[src/rtl/pct_pkg.sv]
// Shared codes, widths, tables and reciprocal constants for the countdown timer.
`default_nettype none

package pct_pkg;

    // Input request kinds
    localparam int KIND_BITS = 3;
    localparam logic [KIND_BITS-1:0] KIND_TICK        = 3'd0;
    localparam logic [KIND_BITS-1:0] KIND_START_STOP  = 3'd1;
    localparam logic [KIND_BITS-1:0] KIND_START_COUNT = 3'd2;
    localparam logic [KIND_BITS-1:0] KIND_PAUSE       = 3'd3;
    localparam logic [KIND_BITS-1:0] KIND_ADJUST      = 3'd4;

    // Configuration register indexes
    localparam int CFG_ADDR_BITS = 3;
    localparam int CFG_DATA_BITS = 20;
    localparam logic [CFG_ADDR_BITS-1:0] REG_TRIGGER_MODE   = 3'd0;
    localparam logic [CFG_ADDR_BITS-1:0] REG_DEFAULT_SEC    = 3'd1;
    localparam logic [CFG_ADDR_BITS-1:0] REG_MAX_SEC        = 3'd2;
    localparam logic [CFG_ADDR_BITS-1:0] REG_START_UNIT     = 3'd3;
    localparam logic [CFG_ADDR_BITS-1:0] REG_STEP_SELECT    = 3'd4;
    localparam logic [CFG_ADDR_BITS-1:0] REG_DISPLAY_MODE   = 3'd5;

    // Field and register widths
    localparam int TRIG_MODE_BITS = 4;
    localparam int CFG_SEC_BITS   = 20;
    localparam int UNIT_BITS      = 2;
    localparam int STEP_SEL_BITS  = 4;
    localparam int DISP_MODE_BITS = 3;
    localparam int COUNT_BITS     = 8;
    localparam int DISP_BITS      = 20;
    localparam int WAIT_BITS      = 16;
    localparam int STEP_BITS      = 12;
    localparam int TRIG_SEC_BITS  = 6;
    localparam int WIDE_BITS      = 33;

    localparam logic [CFG_SEC_BITS-1:0]   DEFAULT_SEC_RESET = 20'd60;
    localparam logic [CFG_SEC_BITS-1:0]   MAX_SEC_RESET     = 20'd86400;
    localparam logic [WAIT_BITS-1:0]      WAIT_MAX          = 16'hFFFF;
    localparam logic [DISP_BITS-1:0]      DISP_MAX          = 20'hFFFFF;
    localparam logic [TRIG_MODE_BITS-1:0] TRIG_NONE         = 4'd0;
    localparam logic [TRIG_MODE_BITS-1:0] TRIG_HOLD         = 4'd1;

    // Start-with-count units
    localparam logic [UNIT_BITS-1:0] UNIT_OFF  = 2'd0;
    localparam logic [UNIT_BITS-1:0] UNIT_SEC  = 2'd1;
    localparam logic [UNIT_BITS-1:0] UNIT_MIN  = 2'd2;
    localparam logic [UNIT_BITS-1:0] UNIT_HOUR = 2'd3;

    localparam logic [WIDE_BITS-1:0] SEC_PER_MIN  = 33'd60;
    localparam logic [WIDE_BITS-1:0] SEC_PER_HOUR = 33'd3600;

    // Display modes
    localparam logic [DISP_MODE_BITS-1:0] DISP_OFF      = 3'd0;
    localparam logic [DISP_MODE_BITS-1:0] DISP_REM_SEC  = 3'd1;
    localparam logic [DISP_MODE_BITS-1:0] DISP_REM_MIN  = 3'd2;
    localparam logic [DISP_MODE_BITS-1:0] DISP_REM_HOUR = 3'd3;
    localparam logic [DISP_MODE_BITS-1:0] DISP_ELA_SEC  = 3'd4;
    localparam logic [DISP_MODE_BITS-1:0] DISP_ELA_MIN  = 3'd5;
    localparam logic [DISP_MODE_BITS-1:0] DISP_ELA_HOUR = 3'd6;

    typedef enum logic [1:0] {
        SCALE_NONE,
        SCALE_SEC,
        SCALE_MIN,
        SCALE_HOUR
    } scale_t;

    // Round-up biases and saturation thresholds on the biased value
    localparam logic [WIDE_BITS-1:0] MIN_BIAS    = 33'd59;
    localparam logic [WIDE_BITS-1:0] HOUR_BIAS   = 33'd3599;
    localparam logic [WIDE_BITS-1:0] SEC_SAT_X   = 33'd1048575;
    localparam logic [WIDE_BITS-1:0] MIN_SAT_X   = 33'd62914560;
    localparam logic [WIDE_BITS-1:0] HOUR_SAT_X  = 33'd3774873600;

    // x/60 = (x>>2)/15 and x/3600 = (x>>4)/225, each by an exact round-up reciprocal
    localparam int MIN_PRE_SHIFT   = 2;
    localparam int MIN_IN_BITS     = 24;
    localparam int MIN_RECIP_BITS  = 25;
    localparam int MIN_SHIFT       = 28;
    localparam logic [MIN_RECIP_BITS-1:0] MIN_RECIP = 25'd17895698;

    localparam int HOUR_PRE_SHIFT  = 4;
    localparam int HOUR_IN_BITS    = 28;
    localparam int HOUR_RECIP_BITS = 29;
    localparam int HOUR_SHIFT      = 36;
    localparam logic [HOUR_RECIP_BITS-1:0] HOUR_RECIP = 29'd305419897;

    // Trigger on-time in seconds per trigger mode
    function automatic logic [TRIG_SEC_BITS-1:0] trig_secs(input logic [TRIG_MODE_BITS-1:0] mode);
        logic [TRIG_SEC_BITS-1:0] secs;
        unique case (mode)
            4'd2:    secs = 6'd1;
            4'd3:    secs = 6'd2;
            4'd4:    secs = 6'd5;
            4'd5:    secs = 6'd10;
            4'd6:    secs = 6'd20;
            4'd7:    secs = 6'd30;
            4'd8:    secs = 6'd60;
            default: secs = 6'd0;
        endcase
        return secs;
    endfunction

    // Adjust step in seconds per step select
    function automatic logic [STEP_BITS-1:0] step_secs(input logic [STEP_SEL_BITS-1:0] sel);
        logic [STEP_BITS-1:0] secs;
        unique case (sel)
            4'd1:    secs = 12'd1;
            4'd2:    secs = 12'd5;
            4'd3:    secs = 12'd10;
            4'd4:    secs = 12'd15;
            4'd5:    secs = 12'd30;
            4'd6:    secs = 12'd60;
            4'd7:    secs = 12'd300;
            4'd8:    secs = 12'd600;
            4'd9:    secs = 12'd900;
            4'd10:   secs = 12'd1800;
            4'd11:   secs = 12'd3600;
            default: secs = 12'd0;
        endcase
        return secs;
    endfunction

endpackage

`default_nettype wire

[src/rtl/pausable_countdown_timer_core.sv]
// Pausable countdown timer: tick and command requests in, one status result per request out.
// Stages: a request accepted into the input register passes through state update, display select
// and display scale into the result register, where its result shows on m_valid.
// Throughput: one request per cycle; all stages advance together and hold only while a
// result sits in the result register with m_ready low.
// Reset (aresetn low, synchronous): timer stopped, flags clear, pipeline empty, registers
// at their defaults (60 s start time, 86400 s limit, all modes off).
`default_nettype none

module pausable_countdown_timer_core
    import pct_pkg::*;
#(
    parameter int SECONDS_BITS     = 20,
    parameter int TICKS_PER_SECOND = 1000
) (
    input  wire logic                       aclk,
    input  wire logic                       aresetn,

    input  wire logic                       cfg_we,
    input  wire logic [CFG_ADDR_BITS-1:0]   cfg_addr,
    input  wire logic [CFG_DATA_BITS-1:0]   cfg_wdata,

    input  wire logic                       s_valid,
    output      logic                       s_ready,
    input  wire logic [KIND_BITS-1:0]       s_kind,
    input  wire logic                       s_level,
    input  wire logic [COUNT_BITS-1:0]      s_count,

    output      logic                       m_valid,
    input  wire logic                       m_ready,
    output      logic                       m_running,
    output      logic                       m_paused,
    output      logic                       m_trigger,
    output      logic                       m_finished_now,
    output      logic [DISP_BITS-1:0]       m_display_value
);

    localparam int SB         = SECONDS_BITS;
    localparam int PHASE_BITS = $clog2(TICKS_PER_SECOND + 1);
    localparam logic [PHASE_BITS-1:0] TPS_P     = PHASE_BITS'(TICKS_PER_SECOND);
    localparam logic [WIDE_BITS-1:0]  SEC_MAX_W =
        (WIDE_BITS'(1) << SECONDS_BITS) - WIDE_BITS'(1);

    function automatic logic [SB-1:0] sat_sec(input logic [WIDE_BITS-1:0] v);
        return (v > SEC_MAX_W) ? SEC_MAX_W[SB-1:0] : v[SB-1:0];
    endfunction

    // Configuration registers
    logic [TRIG_MODE_BITS-1:0] trig_mode_reg;
    logic [CFG_SEC_BITS-1:0]   default_sec_reg;
    logic [CFG_SEC_BITS-1:0]   max_sec_reg;
    logic [UNIT_BITS-1:0]      start_unit_reg;
    logic [STEP_SEL_BITS-1:0]  step_sel_reg;
    logic [DISP_MODE_BITS-1:0] disp_mode_reg;

    // Timer state
    logic [SB-1:0]         rem_reg, rem_next;
    logic [SB-1:0]         tgt_reg, tgt_next;
    logic [PHASE_BITS-1:0] phase_reg, phase_next;
    logic                  run_reg, run_next;
    logic                  pause_reg, pause_next;
    logic                  trig_reg, trig_next;
    logic                  wact_reg, wact_next;
    logic [WAIT_BITS-1:0]  wait_reg, wait_next;

    // Pipeline registers
    logic                  in_valid_reg;
    logic [KIND_BITS-1:0]  in_kind_reg;
    logic                  in_level_reg;
    logic [COUNT_BITS-1:0] in_count_reg;

    logic                  mid_valid_reg;
    logic                  mid_fin_reg;

    logic                  x_valid_reg;
    logic [WIDE_BITS-1:0]  x_reg, x_next;
    scale_t                x_scale_reg, x_scale_next;
    logic                  x_sat_reg, x_sat_next;
    logic                  x_run_reg;
    logic                  x_pause_reg;
    logic                  x_trig_reg;
    logic                  x_fin_reg;

    logic                  m_valid_reg;
    logic                  m_running_reg;
    logic                  m_paused_reg;
    logic                  m_trigger_reg;
    logic                  m_fin_reg;
    logic [DISP_BITS-1:0]  m_disp_reg, m_disp_next;

    logic advance;
    logic st_go;

    assign advance = !m_valid_reg || m_ready;
    assign st_go   = in_valid_reg && advance;
    assign s_ready = advance;

    // ---------------- state update ----------------
    logic [WAIT_BITS-1:0]  trig_limit;
    logic [PHASE_BITS-1:0] phase_inc;
    logic [STEP_BITS-1:0]  step;
    logic [SB-1:0]         step_sb;
    logic [SB-1:0]         lim;
    logic [SB:0]           up_sum;
    logic                  clamp;
    logic                  lim_above;
    logic [SB-1:0]         up_rem;
    logic [SB:0]           tgt_plus_step;
    logic [SB:0]           tgt_plus_gap;
    logic [SB:0]           up_tgt_sum;
    logic [SB-1:0]         up_tgt;
    logic                  fin;
    logic                  start_go;
    logic                  stop_go;
    logic                  finish_go;
    logic [SB-1:0]         start_val;

    assign trig_limit    = WAIT_BITS'(trig_secs(trig_mode_reg) * TICKS_PER_SECOND);
    assign phase_inc     = phase_reg + PHASE_BITS'(1);
    assign step          = step_secs(step_sel_reg);
    assign step_sb       = SB'(step);
    assign lim           = sat_sec(WIDE_BITS'(max_sec_reg));
    assign up_sum        = {1'b0, rem_reg} + {1'b0, step_sb};
    assign clamp         = up_sum > {1'b0, lim};
    assign lim_above     = lim > rem_reg;
    assign up_rem        = clamp ? (lim_above ? lim : rem_reg) : up_sum[SB-1:0];
    assign tgt_plus_step = {1'b0, tgt_reg} + {1'b0, step_sb};
    assign tgt_plus_gap  = {1'b0, tgt_reg} + {1'b0, lim - rem_reg};
    assign up_tgt_sum    = !clamp ? tgt_plus_step : (lim_above ? tgt_plus_gap : {1'b0, tgt_reg});
    assign up_tgt        = up_tgt_sum[SB] ? '1 : up_tgt_sum[SB-1:0];

    always_comb begin
        rem_next   = rem_reg;
        tgt_next   = tgt_reg;
        phase_next = phase_reg;
        run_next   = run_reg;
        pause_next = pause_reg;
        trig_next  = trig_reg;
        wact_next  = wact_reg;
        wait_next  = wait_reg;
        fin        = 1'b0;
        start_go   = 1'b0;
        stop_go    = 1'b0;
        finish_go  = 1'b0;
        start_val  = '0;

        unique case (in_kind_reg)
            KIND_TICK: begin
                // trigger timeout runs before the countdown
                if (wact_reg) begin
                    if (wait_reg != WAIT_MAX) begin
                        wait_next = wait_reg + WAIT_BITS'(1);
                    end
                    if (trig_mode_reg != TRIG_HOLD && wait_next > trig_limit) begin
                        trig_next = 1'b0;
                        wact_next = 1'b0;
                        wait_next = '0;
                    end
                end
                if (run_reg && !pause_reg) begin
                    phase_next = phase_inc;
                    if (phase_inc >= TPS_P) begin
                        phase_next = '0;
                        if (rem_reg != '0) begin
                            rem_next = rem_reg - SB'(1);
                        end
                        if (rem_reg <= SB'(1)) begin
                            finish_go = 1'b1;
                        end
                    end
                end
            end
            KIND_START_STOP: begin
                if (in_level_reg) begin
                    start_go  = 1'b1;
                    start_val = sat_sec(WIDE_BITS'(default_sec_reg));
                end else begin
                    stop_go = 1'b1;
                end
            end
            KIND_START_COUNT: begin
                unique case (start_unit_reg)
                    UNIT_SEC: begin
                        start_go  = 1'b1;
                        start_val = sat_sec(WIDE_BITS'(in_count_reg));
                    end
                    UNIT_MIN: begin
                        start_go  = 1'b1;
                        start_val = sat_sec(WIDE_BITS'(in_count_reg) * SEC_PER_MIN);
                    end
                    UNIT_HOUR: begin
                        start_go  = 1'b1;
                        start_val = sat_sec(WIDE_BITS'(in_count_reg) * SEC_PER_HOUR);
                    end
                    UNIT_OFF: begin
                    end
                    default: begin
                    end
                endcase
            end
            KIND_PAUSE: begin
                if ((!in_level_reg) != pause_reg) begin
                    pause_next = run_reg && !in_level_reg;
                end
            end
            KIND_ADJUST: begin
                if (step != '0) begin
                    if (in_level_reg) begin
                        if (!run_reg) begin
                            start_go  = 1'b1;
                            start_val = step_sb;
                        end else begin
                            rem_next = up_rem;
                            tgt_next = up_tgt;
                        end
                    end else if (run_reg) begin
                        if (rem_reg <= step_sb) begin
                            tgt_next  = tgt_reg - rem_reg;
                            rem_next  = '0;
                            finish_go = 1'b1;
                        end else begin
                            rem_next = rem_reg - step_sb;
                            tgt_next = tgt_reg - step_sb;
                        end
                    end
                end
            end
            default: begin
            end
        endcase

        // a zero start value acts as stop
        if (start_go) begin
            if (start_val == '0) begin
                stop_go = 1'b1;
            end else begin
                pause_next = 1'b0;
                phase_next = '0;
                rem_next   = start_val;
                tgt_next   = start_val;
                run_next   = 1'b1;
                trig_next  = 1'b0;
                wact_next  = 1'b0;
                wait_next  = '0;
            end
        end
        if (stop_go) begin
            run_next   = 1'b0;
            pause_next = 1'b0;
            rem_next   = '0;
            tgt_next   = '0;
            phase_next = '0;
        end
        if (finish_go) begin
            run_next   = 1'b0;
            pause_next = 1'b0;
            phase_next = '0;
            fin        = 1'b1;
            if (trig_mode_reg != TRIG_NONE) begin
                trig_next = 1'b1;
            end
            if (trig_mode_reg > TRIG_HOLD) begin
                wact_next = 1'b1;
                wait_next = '0;
            end
        end
    end

    // ---------------- display select ----------------
    logic [SB-1:0] elapsed;
    logic [SB-1:0] disp_src;
    logic          show_elapsed;

    assign elapsed      = (tgt_reg >= rem_reg) ? (tgt_reg - rem_reg) : '0;
    assign show_elapsed = disp_mode_reg >= DISP_ELA_SEC;
    assign disp_src     = show_elapsed ? elapsed : rem_reg;

    always_comb begin
        unique case (disp_mode_reg)
            DISP_REM_SEC, DISP_ELA_SEC: begin
                x_scale_next = SCALE_SEC;
                x_next       = WIDE_BITS'(disp_src);
                x_sat_next   = x_next > SEC_SAT_X;
            end
            DISP_REM_MIN, DISP_ELA_MIN: begin
                x_scale_next = SCALE_MIN;
                x_next       = WIDE_BITS'(disp_src) + MIN_BIAS;
                x_sat_next   = x_next >= MIN_SAT_X;
            end
            DISP_REM_HOUR, DISP_ELA_HOUR: begin
                x_scale_next = SCALE_HOUR;
                x_next       = WIDE_BITS'(disp_src) + HOUR_BIAS;
                x_sat_next   = x_next >= HOUR_SAT_X;
            end
            default: begin
                x_scale_next = SCALE_NONE;
                x_next       = '0;
                x_sat_next   = 1'b0;
            end
        endcase
    end

    // ---------------- display scale ----------------
    logic [MIN_IN_BITS+MIN_RECIP_BITS-1:0]   min_prod;
    logic [HOUR_IN_BITS+HOUR_RECIP_BITS-1:0] hour_prod;

    assign min_prod  = (MIN_IN_BITS + MIN_RECIP_BITS)'(
                           x_reg[MIN_PRE_SHIFT +: MIN_IN_BITS])
                       * (MIN_IN_BITS + MIN_RECIP_BITS)'(MIN_RECIP);
    assign hour_prod = (HOUR_IN_BITS + HOUR_RECIP_BITS)'(
                           x_reg[HOUR_PRE_SHIFT +: HOUR_IN_BITS])
                       * (HOUR_IN_BITS + HOUR_RECIP_BITS)'(HOUR_RECIP);

    always_comb begin
        if (x_sat_reg) begin
            m_disp_next = DISP_MAX;
        end else begin
            unique case (x_scale_reg)
                SCALE_SEC:  m_disp_next = x_reg[DISP_BITS-1:0];
                SCALE_MIN:  m_disp_next = min_prod[MIN_SHIFT +: DISP_BITS];
                SCALE_HOUR: m_disp_next = hour_prod[HOUR_SHIFT +: DISP_BITS];
                default:    m_disp_next = '0;
            endcase
        end
    end

    // ---------------- registers ----------------
    always_ff @(posedge aclk) begin
        if (!aresetn) begin
            trig_mode_reg   <= TRIG_NONE;
            default_sec_reg <= DEFAULT_SEC_RESET;
            max_sec_reg     <= MAX_SEC_RESET;
            start_unit_reg  <= UNIT_OFF;
            step_sel_reg    <= '0;
            disp_mode_reg   <= DISP_OFF;
            rem_reg         <= '0;
            tgt_reg         <= '0;
            phase_reg       <= '0;
            run_reg         <= 1'b0;
            pause_reg       <= 1'b0;
            trig_reg        <= 1'b0;
            wact_reg        <= 1'b0;
            wait_reg        <= '0;
            in_valid_reg    <= 1'b0;
            mid_valid_reg   <= 1'b0;
            x_valid_reg     <= 1'b0;
            m_valid_reg     <= 1'b0;
        end else begin
            if (cfg_we) begin
                unique case (cfg_addr)
                    REG_TRIGGER_MODE: trig_mode_reg   <= cfg_wdata[TRIG_MODE_BITS-1:0];
                    REG_DEFAULT_SEC:  default_sec_reg <= cfg_wdata[CFG_SEC_BITS-1:0];
                    REG_MAX_SEC:      max_sec_reg     <= cfg_wdata[CFG_SEC_BITS-1:0];
                    REG_START_UNIT:   start_unit_reg  <= cfg_wdata[UNIT_BITS-1:0];
                    REG_STEP_SELECT:  step_sel_reg    <= cfg_wdata[STEP_SEL_BITS-1:0];
                    REG_DISPLAY_MODE: disp_mode_reg   <= cfg_wdata[DISP_MODE_BITS-1:0];
                    default: begin
                    end
                endcase
            end
            if (st_go) begin
                rem_reg   <= rem_next;
                tgt_reg   <= tgt_next;
                phase_reg <= phase_next;
                run_reg   <= run_next;
                pause_reg <= pause_next;
                trig_reg  <= trig_next;
                wact_reg  <= wact_next;
                wait_reg  <= wait_next;
            end
            // all stages advance together
            if (advance) begin
                in_valid_reg  <= s_valid;
                mid_valid_reg <= in_valid_reg;
                x_valid_reg   <= mid_valid_reg;
                m_valid_reg   <= x_valid_reg;
            end
        end
    end

    always_ff @(posedge aclk) begin
        if (advance) begin
            if (s_valid) begin
                in_kind_reg  <= s_kind;
                in_level_reg <= s_level;
                in_count_reg <= s_count;
            end
            mid_fin_reg <= fin;
            // state registers now hold the result of the request in the middle stage
            if (mid_valid_reg) begin
                x_reg       <= x_next;
                x_scale_reg <= x_scale_next;
                x_sat_reg   <= x_sat_next;
                x_run_reg   <= run_reg;
                x_pause_reg <= pause_reg;
                x_trig_reg  <= trig_reg;
                x_fin_reg   <= mid_fin_reg;
            end
            if (x_valid_reg) begin
                m_running_reg <= x_run_reg;
                m_paused_reg  <= x_pause_reg;
                m_trigger_reg <= x_trig_reg;
                m_fin_reg     <= x_fin_reg;
                m_disp_reg    <= m_disp_next;
            end
        end
    end

    assign m_valid         = m_valid_reg;
    assign m_running       = m_running_reg;
    assign m_paused        = m_paused_reg;
    assign m_trigger       = m_trigger_reg;
    assign m_finished_now  = m_fin_reg;
    assign m_display_value = m_disp_reg;

    // ---------------- assertions ----------------
    a_pause_needs_run: assert property (@(posedge aclk) disable iff (!aresetn)
        pause_reg |-> run_reg)
        else $error("paused while not running");

    a_run_iff_count: assert property (@(posedge aclk) disable iff (!aresetn)
        run_reg == (rem_reg != '0))
        else $error("run flag and remaining count disagree");

    a_phase_range: assert property (@(posedge aclk) disable iff (!aresetn)
        phase_reg < TPS_P)
        else $error("sub-second phase out of range");

    a_target_covers: assert property (@(posedge aclk) disable iff (!aresetn)
        tgt_reg >= rem_reg)
        else $error("target below remaining count");

    a_wait_has_trigger: assert property (@(posedge aclk) disable iff (!aresetn)
        wact_reg |-> trig_reg)
        else $error("trigger timeout running without trigger");

endmodule

`default_nettype wire

[config.mk]
export PLATFORM = sky130hd
export DESIGN_NAME = pausable_countdown_timer_core
export DESIGN_NICKNAME = d
export VERILOG_FILES = /design/src/rtl/pct_pkg.sv /design/src/rtl/pausable_countdown_timer_core.sv
export SDC_FILE = /design/constraint.sdc
export NUM_CORES = 2
export LEC_CHECK = 0
export ABC_CLOCK_PERIOD_IN_PS = 6250
export BUFFER_PORTS_ARGS = -buffer_cell sky130_fd_sc_hd__buf_2
export CORE_UTILIZATION = 55
export CTS_CLUSTER_DIAMETER = 120
export DETAILED_ROUTE_END_ITERATION = 7
export GPL_TIMING_DRIVEN = 1
export HOLD_SLACK_MARGIN = 0.06
export PLACE_DENSITY = 0.74
export SYNTH_ARGS = -nofsm -noshare
export SYNTH_HDL_FRONTEND = slang
export SYNTH_SLANG_ARGS = --single-unit
[constraint.sdc]
create_clock -name aclk -period 6.25 [get_ports aclk]
set_clock_uncertainty 0.15 [all_clocks]
set_input_delay 1.25 -clock aclk [delete_from_list [all_inputs] [get_ports aclk]]
set_output_delay 1.25 -clock aclk [all_outputs]
set_load 0.005 [all_outputs]
After elaboration in Yosys (flattened, before gate mapping)

Memories as Yosys holds them, arrays and structs flattened. A register that Yosys moved wholly into a read port is not among the register bits.
Index checks and enable logic that the tools add are counted.

Memory bits (read-only): 192
Register bits after elaboration: 192
Input port bits: 40
Logic and storage cells: 225
Memories kept: 1

Memories:

| memory          | words | bits a word | read ports | clocked after memory_dff | wr ports | RTL line       | text |
|---|---|---|---|---|---|---|---|
| (no name shown) | 16    | 12          | 1          | 1                        | 0        | pct_pkg.sv:108 | `unique case (sel)` |

Multipliers: 5
Mux-type cells: 101
$add $sub $neg: 12
Magnitude comparators: 11
Equal/unequal tests: 32
Reductions and logical operators: 29

Operator list:

| operator                 | count |
|---|---|
| $mux W20                 | 26 |
| $pmux W20 S3             | 3 |
| $mux W16                 | 10 |
| $mux W10                 | 7 |
| $pmux W21 S3             | 1 |
| $mul A17 B29 Y46 const B | 1 |
| $mul A19 B24 Y43 const B | 1 |
| $add A20 B12 Y21         | 2 |
| $mux W21                 | 2 |
| $pmux W6 S7              | 1 |
| $mux W1                  | 41 |
| $pmux W20 S2             | 1 |
| $sub A20 B12 Y20         | 2 |
| $sub A20 B20 Y20         | 2 |
| $mux W12                 | 3 |
| $ge A21 B32 Y1 const B   | 1 |
| $ge A21 B26 Y1 const B   | 1 |
| $add A20 B12 Y21 const B | 1 |
| $add A20 B20 Y21         | 1 |
| $add A20 B6 Y21 const B  | 1 |
| $gt A21 B20 Y1           | 1 |
| $ge A20 B20 Y1           | 1 |
| $gt A20 B20 Y1           | 1 |
| $le A20 B1 Y1 const B    | 1 |
| other kinds (40)         | 78 |

Longest topological paths before layout

Depth in word-level cells: 13
Mapped depth: 29

Worst setup path before layout

No wires, ideal clock.

Kind: flip-flop to flip-flop
Start point: reg trig_mode_reg[0]
End point: reg wait_reg[11]
Data arrival time: 6225 ps
Cell stages (with the launch flop): 28
Setup time: 74 ps
Slack: -200 ps
Data required time: 6026 ps
Path through: dfxtp_1 -> nor4b_1 -> inv_1 -> nand2_1 -> fa_1 -> fa_1 -> inv_1 -> fa_1 -> inv_1 -> ha_1 -> o21ai_0 -> a21oi_1 -> o21ai_0 -> nand2b_1 -> a21o_1 -> a21oi_1 -> xnor2_1 -> ha_1 -> nand4_1 -> nor2_1 -> and4_1 -> o221a_2 -> a211oi_2 -> nand2b_1 -> nor4_1 -> buf_2 -> a41oi_1 -> a31oi_1

Cells in the longest elaborated chain, start to end: 12
Elaborated cells between the ends (all ways): 20
Classes of those cells: 1 x mul; 2 x order compare; 8 x eq/ne; 8 x mux; 1 x reduce/logical

RTL lines:

| element                                    | RTL line                             | text |
|---|---|---|
| from (decl)                                | pausable_countdown_timer_core.sv:49  | `logic [TRIG_MODE_BITS-1:0] trig_mode_reg;` |
| from (signal assigned)                     | pausable_countdown_timer_core.sv:351 | `REG_TRIGGER_MODE: trig_mode_reg <= cfg_wdata[TRIG_MODE_BITS-1:0];` |
| $eq A4 B4 Y1, or another cell as far along | pct_pkg.sv:92                        | `unique case (mode)` |
| $pmux W6 S7                                | pct_pkg.sv:92                        |  |
| $mul A6 B7 Y13                             | pausable_countdown_timer_core.sv:118 | `assign trig_limit = WAIT_BITS'(trig_secs(trig_mode_reg) * TICKS_PER_SECOND);` |
| $gt A16 B16 Y1                             | pausable_countdown_timer_core.sv:154 | `if (trig_mode_reg != TRIG_HOLD && wait_next > trig_limit) begin` |
| $logic_and A1 B1 Y1                        | pausable_countdown_timer_core.sv:154 |  |
| $mux W16                                   | pausable_countdown_timer_core.sv:154 |  |
| $mux W16                                   | pausable_countdown_timer_core.sv:150 | `if (wact_reg) begin` |
| $mux W16                                   | pausable_countdown_timer_core.sv:147 | `unique case (in_kind_reg)` |
| $mux W16                                   | pausable_countdown_timer_core.sv:234 | `if (start_val == '0) begin` |
| $mux W16                                   | pausable_countdown_timer_core.sv:233 | `if (start_go) begin` |
| $mux W16                                   | pausable_countdown_timer_core.sv:262 | `if (trig_mode_reg > TRIG_HOLD) begin` |
| $mux W16 *                                 | pausable_countdown_timer_core.sv:254 | `if (finish_go) begin` |
| to (signal assigned)                       | pausable_countdown_timer_core.sv:369 | `wait_reg <= wait_next;` |
| to (decl)                                  | pausable_countdown_timer_core.sv:64  | `logic [WAIT_BITS-1:0] wait_reg, wait_next;` |

Every way passes the cells marked *; elsewhere a longest branch is shown, timed or not.
A chain may end at the register's enable or synchronous reset.

Final worst setup path

Start point: reg x_reg[18]
End point: reg m_disp_reg[3], in the netlist m_display_value[3] (data pin)

Cells in the longest elaborated chain, start to end: 2
Elaborated cells between the ends (all ways): 3
Classes of those cells: 2 x mul; 1 x mux

RTL lines:

| element                                              | RTL line                                                                   | text |
|---|---|---|
| from (decl)                                          | pausable_countdown_timer_core.sv:76                                        | `logic [WIDE_BITS-1:0] x_reg, x_next;` |
| from (signal assigned)                               | pausable_countdown_timer_core.sv:391                                       | `x_reg <= x_next;` |
| $mul A17 B29 Y46 or $mul A19 B24 Y43 (tied branches) | pausable_countdown_timer_core.sv:312, pausable_countdown_timer_core.sv:309 |  |
| $pmux W20 S3 *                                       | pausable_countdown_timer_core.sv:318                                       | `unique case (x_scale_reg)` |
| to (signal assigned)                                 | pausable_countdown_timer_core.sv:404                                       | `m_disp_reg <= m_disp_next;` |
| to (decl)                                            | pausable_countdown_timer_core.sv:89                                        | `logic [DISP_BITS-1:0] m_disp_reg, m_disp_next;` |

Marks and branches as above.

==> out/results.tsv <==
stage	metric	value	unit
pwr	Peak VDD IR	228	uV
yosys	number of synthesized register bits	203	
floorplan	Die Area	57200	sq um
place	PortBufs	65	
worst_setup_path	CP Class	reg2reg	
yosys	synthesized area	31000	sq um
worst_setup_path	Critical Path AT	6.28	ns
hold_path	Worst Hold Class	reg2reg	
place	Final HPWL DP	86900	microns
worst_setup_path	worst reg2reg path startpoint	x_reg[18]$_DFFE_PP_	
worst_setup_path	Crit. End Element	register	
clock_tree	clock root buffer	clkbuf_16	
yosys	largest cells by area after synthesis	ha_1 21%, fa_1 14%, dfxtp_1 9.0%	
routing	vias	29374	
pwr	Pwr Total	5.92	mW
cells_and_area	P&R area growth vs syn	11.2	%
yosys	number of flops mapped to enable cells by yosys	64	
yosys	Ys Warns	0	
pwr	switch share	0.409	
floorplan	chip height	239	microns
clock_tree	CTS tree	done	
timing	Fmax achieved	163	MHz
clock_tree	worst-skew pair later-pin latency	0.58	ns
routing	Via density	6.31	
floorplan	chip width	239	microns
timing	Final setup viols	0	
yosys	top-area cell type share of the netlist area	0.207	
timing	relative slew slack	0.138	
floorplan	core area	55300	sq um
timing	unrepaired setup endpoints after global routing	true	
routing	drt pass-1 iters	7	
yosys	post-synthesis adder-cell area fraction	0.352	
yosys	sequential fraction of the synthesis area	0.152	
cells_and_area	share of cells above drive strength 1	0.103	
timing	Worst-Margin Slew	1.29	ns
global_routing	initial antenna violation count	1	
routing	post-route antenna net violation count	0	
global_routing	largest net degree at the start of global routing	50	
cells_and_area	Reg area	4710	sq um
pwr	Sequential Power Share	0.244	
yosys	Post-Syn Instances	3723	
routing	final WL	108000	microns
pwr	leakage power	16.1	nW
worst_setup_path	Critical Path RT	6.40	ns
yosys	Simple-Gate Fraction of Synth Area	0.153	
pwr	pwr/cell area	172	nW/um^2
clock_tree	clk slew on worst S/H paths	0.06	ns
routing	Routed WL per cell	23.3	microns
yosys	Synth Flop Type	dfxtp_1	
global_routing	gr usage total	0.376	
place	dpl ws	-0.527	ns
clock_tree	number of buffers created by CTS	26	
yosys	Net Count, Synth	4499	
clock_tree	H-tree Lvls	1	
cells_and_area	area of the multi-input gates	24100	sq um
global_routing	first-pass GRT wire length	164000	microns
routing	DRC violations left	0	
yosys	Synth Area in XOR/XNOR	0.0450	
yosys	Post-synth ARST share	0	
yosys	mux contribution to synthesized area	0.0147	
clock_tree	CTS sink cnt	203	
pwr	Internal Power	3.50	mW
worst_setup_path	Startpoint Class	register	
timing	Slew Viols, Final	0	
hold_path	hold_sp	mid_fin_reg$_DFFE_PN_	
pwr	sw power	2.42	mW
timing	Final Hold Viols	0	
cells_and_area	Final nets	4659	
routing	initial drt markers	3232	
worst_setup_path	CP max FO	3	
yosys	Compound-Gate Fraction of Synth Area	0.206	
flow_run	Max Cap Viol	0	
yosys	top-count cell post-synth	ha_1	
pwr	combinational share of power	0.464	
floorplan	initial core utilization	0.560	
yosys	synth cell count leaders	512 x ha_1, 494 x inv_1, 297 x nand2_1, 272 x a21oi_1, 246 x nor2_1	
pwr	clock share of power	0.292	
status	status	finished clean	
yosys	Netlist cell types	89	
timing	fin crit share	0.980	
yosys	cell taking the most area after synthesis	ha_1	
clock_tree	Bufs on Longest Clock Path	3	
cells_and_area	filler instances	4974	
place	RePlAce Congestion	1.05	
yosys	Mean Syn Cell Area	8.31	sq um
global_routing	GR Overflow Total	0	
cells_and_area	max reg flops	21	
floorplan	I/O pin count	66	
yosys	largest family of logic cells by synthesized area	adder cells	
timing	crit path time final	6.13	ns
floorplan	num rows	86	
timing	Setup WS post-layout	0.123	ns
worst_setup_path	CP startpoint	x_reg[18]$_DFFE_PP_	
global_routing	vias in the first global route	28122	
==> repair_timing <==
item | in CTS | in global routing
setup buffers | 4 | 3
gates resized for setup | 8 | 51
cloned | 0 | 1
pin swaps | 17 | 20
setup endpoints to repair | 9 | 32
hold buffers | 0 | 0
==> cell type report <==
type                    count  area share
diodes                      1   0.0000727
clock buffers              31      0.0213
clock inverters            17     0.00658
inverters                 500      0.0545
multi-input cells        2894       0.701
flip-flops and latches    203       0.137
well taps                 748      0.0272
repair buffers            258      0.0522
==> critical path, stage by stage, from the launching register on <==
cell and delay (ns):
edfxtp_1 0.43, fa_1 0.58, inv_2 0.06, fa_1 0.46, fa_1 0.52, fa_1 0.51
inv_1 0.05, fa_1 0.51, fa_1 0.45, ha_4 0.29, and4_4 0.22, and4_1 0.19
buf_4 0.11, nand2_2 0.05, or2_4 0.24, a41oi_4 0.27, o2111ai_2 0.18, and2_4 0.21
xor2_1 0.12, a2bb2oi_1 0.17, o21ai_1 0.10
==> cells by family (layout without fill, tap and decap cells) <==
group | Yosys count | in the layout
AO/OA/AOI/OAI | 971 | 971
buffers and inverters | 626 | 806
flip-flops | 203 | 203
adder cells (fa/ha/maj) | 736 | 736
multiplexers | 45 | 45
other | 0 | 1
XOR/XNOR | 159 | 159
AND/OR/NAND/NOR | 983 | 983
==> layout by cell type (no fill, tap or decap), types with 40 or more instances in the layout <==
master,instances
a211oi_1,46
dfxtp_1,135
nand2_1,296
edfxtp_1,64
buf_4,190
a21o_1,59
ha_1,507
nor2b_1,40
o21ai_0,175
xor2_1,60
a21oi_1,265
a31oi_1,47
xnor2_1,99
nor2_1,244
nor3_1,73
mux2i_1,41
nand3_1,78
buf_2,66
inv_1,493
fa_1,221
nand4_1,40
==> path summary, 6_finish.rpt <==
path	endpoint	slack (ns)	cells after the start
max	m_display_value[3]$_DFFE_PP_	0.12	20
min	x_fin_reg$_DFFE_PP_	0.27	0
max reg2reg	m_display_value[3]$_DFFE_PP_	0.12	20
min reg2reg	x_fin_reg$_DFFE_PP_	0.27	0
==> through the flow <==
stage          TNS [ns]  instance area [sq um]  utilization  hold WS [ns]  cells
6_report              0                  34400        0.622         0.273   4652
5_1_grt          -0.357                  34400        0.622         0.290   4651
4_1_cts               0                  34200        0.618         0.276   4647
3_5_place_dp      -3.02                  33200        0.600         0.262   4596
3_3_place_gp      -2.35                  33200        0.600         0.259   4596
2_1_floorplan         0                  31000            -         0.250   3723
==> routing by layer <==
metal	GRT usage	wire [microns]	vias to the layer above
li1	-	-	13503
met1	0.469	42200	13874
met2	0.583	47100	1544
met5	0	0	-
met4	0.259	9030	0
met3	0.0809	9850	453
==> power by group through the flow <==
stage	clock network, mW	registers, mW	logic, mW
CTS	1.73	1.44	2.64
global route	1.77	1.44	3.00
finish	1.73	1.44	2.75
floorplan	0	1.45	1.81
global placement	0	1.47	2.57
detailed placement	0	1.47	2.61
Power figures use the tool's default switching activity.
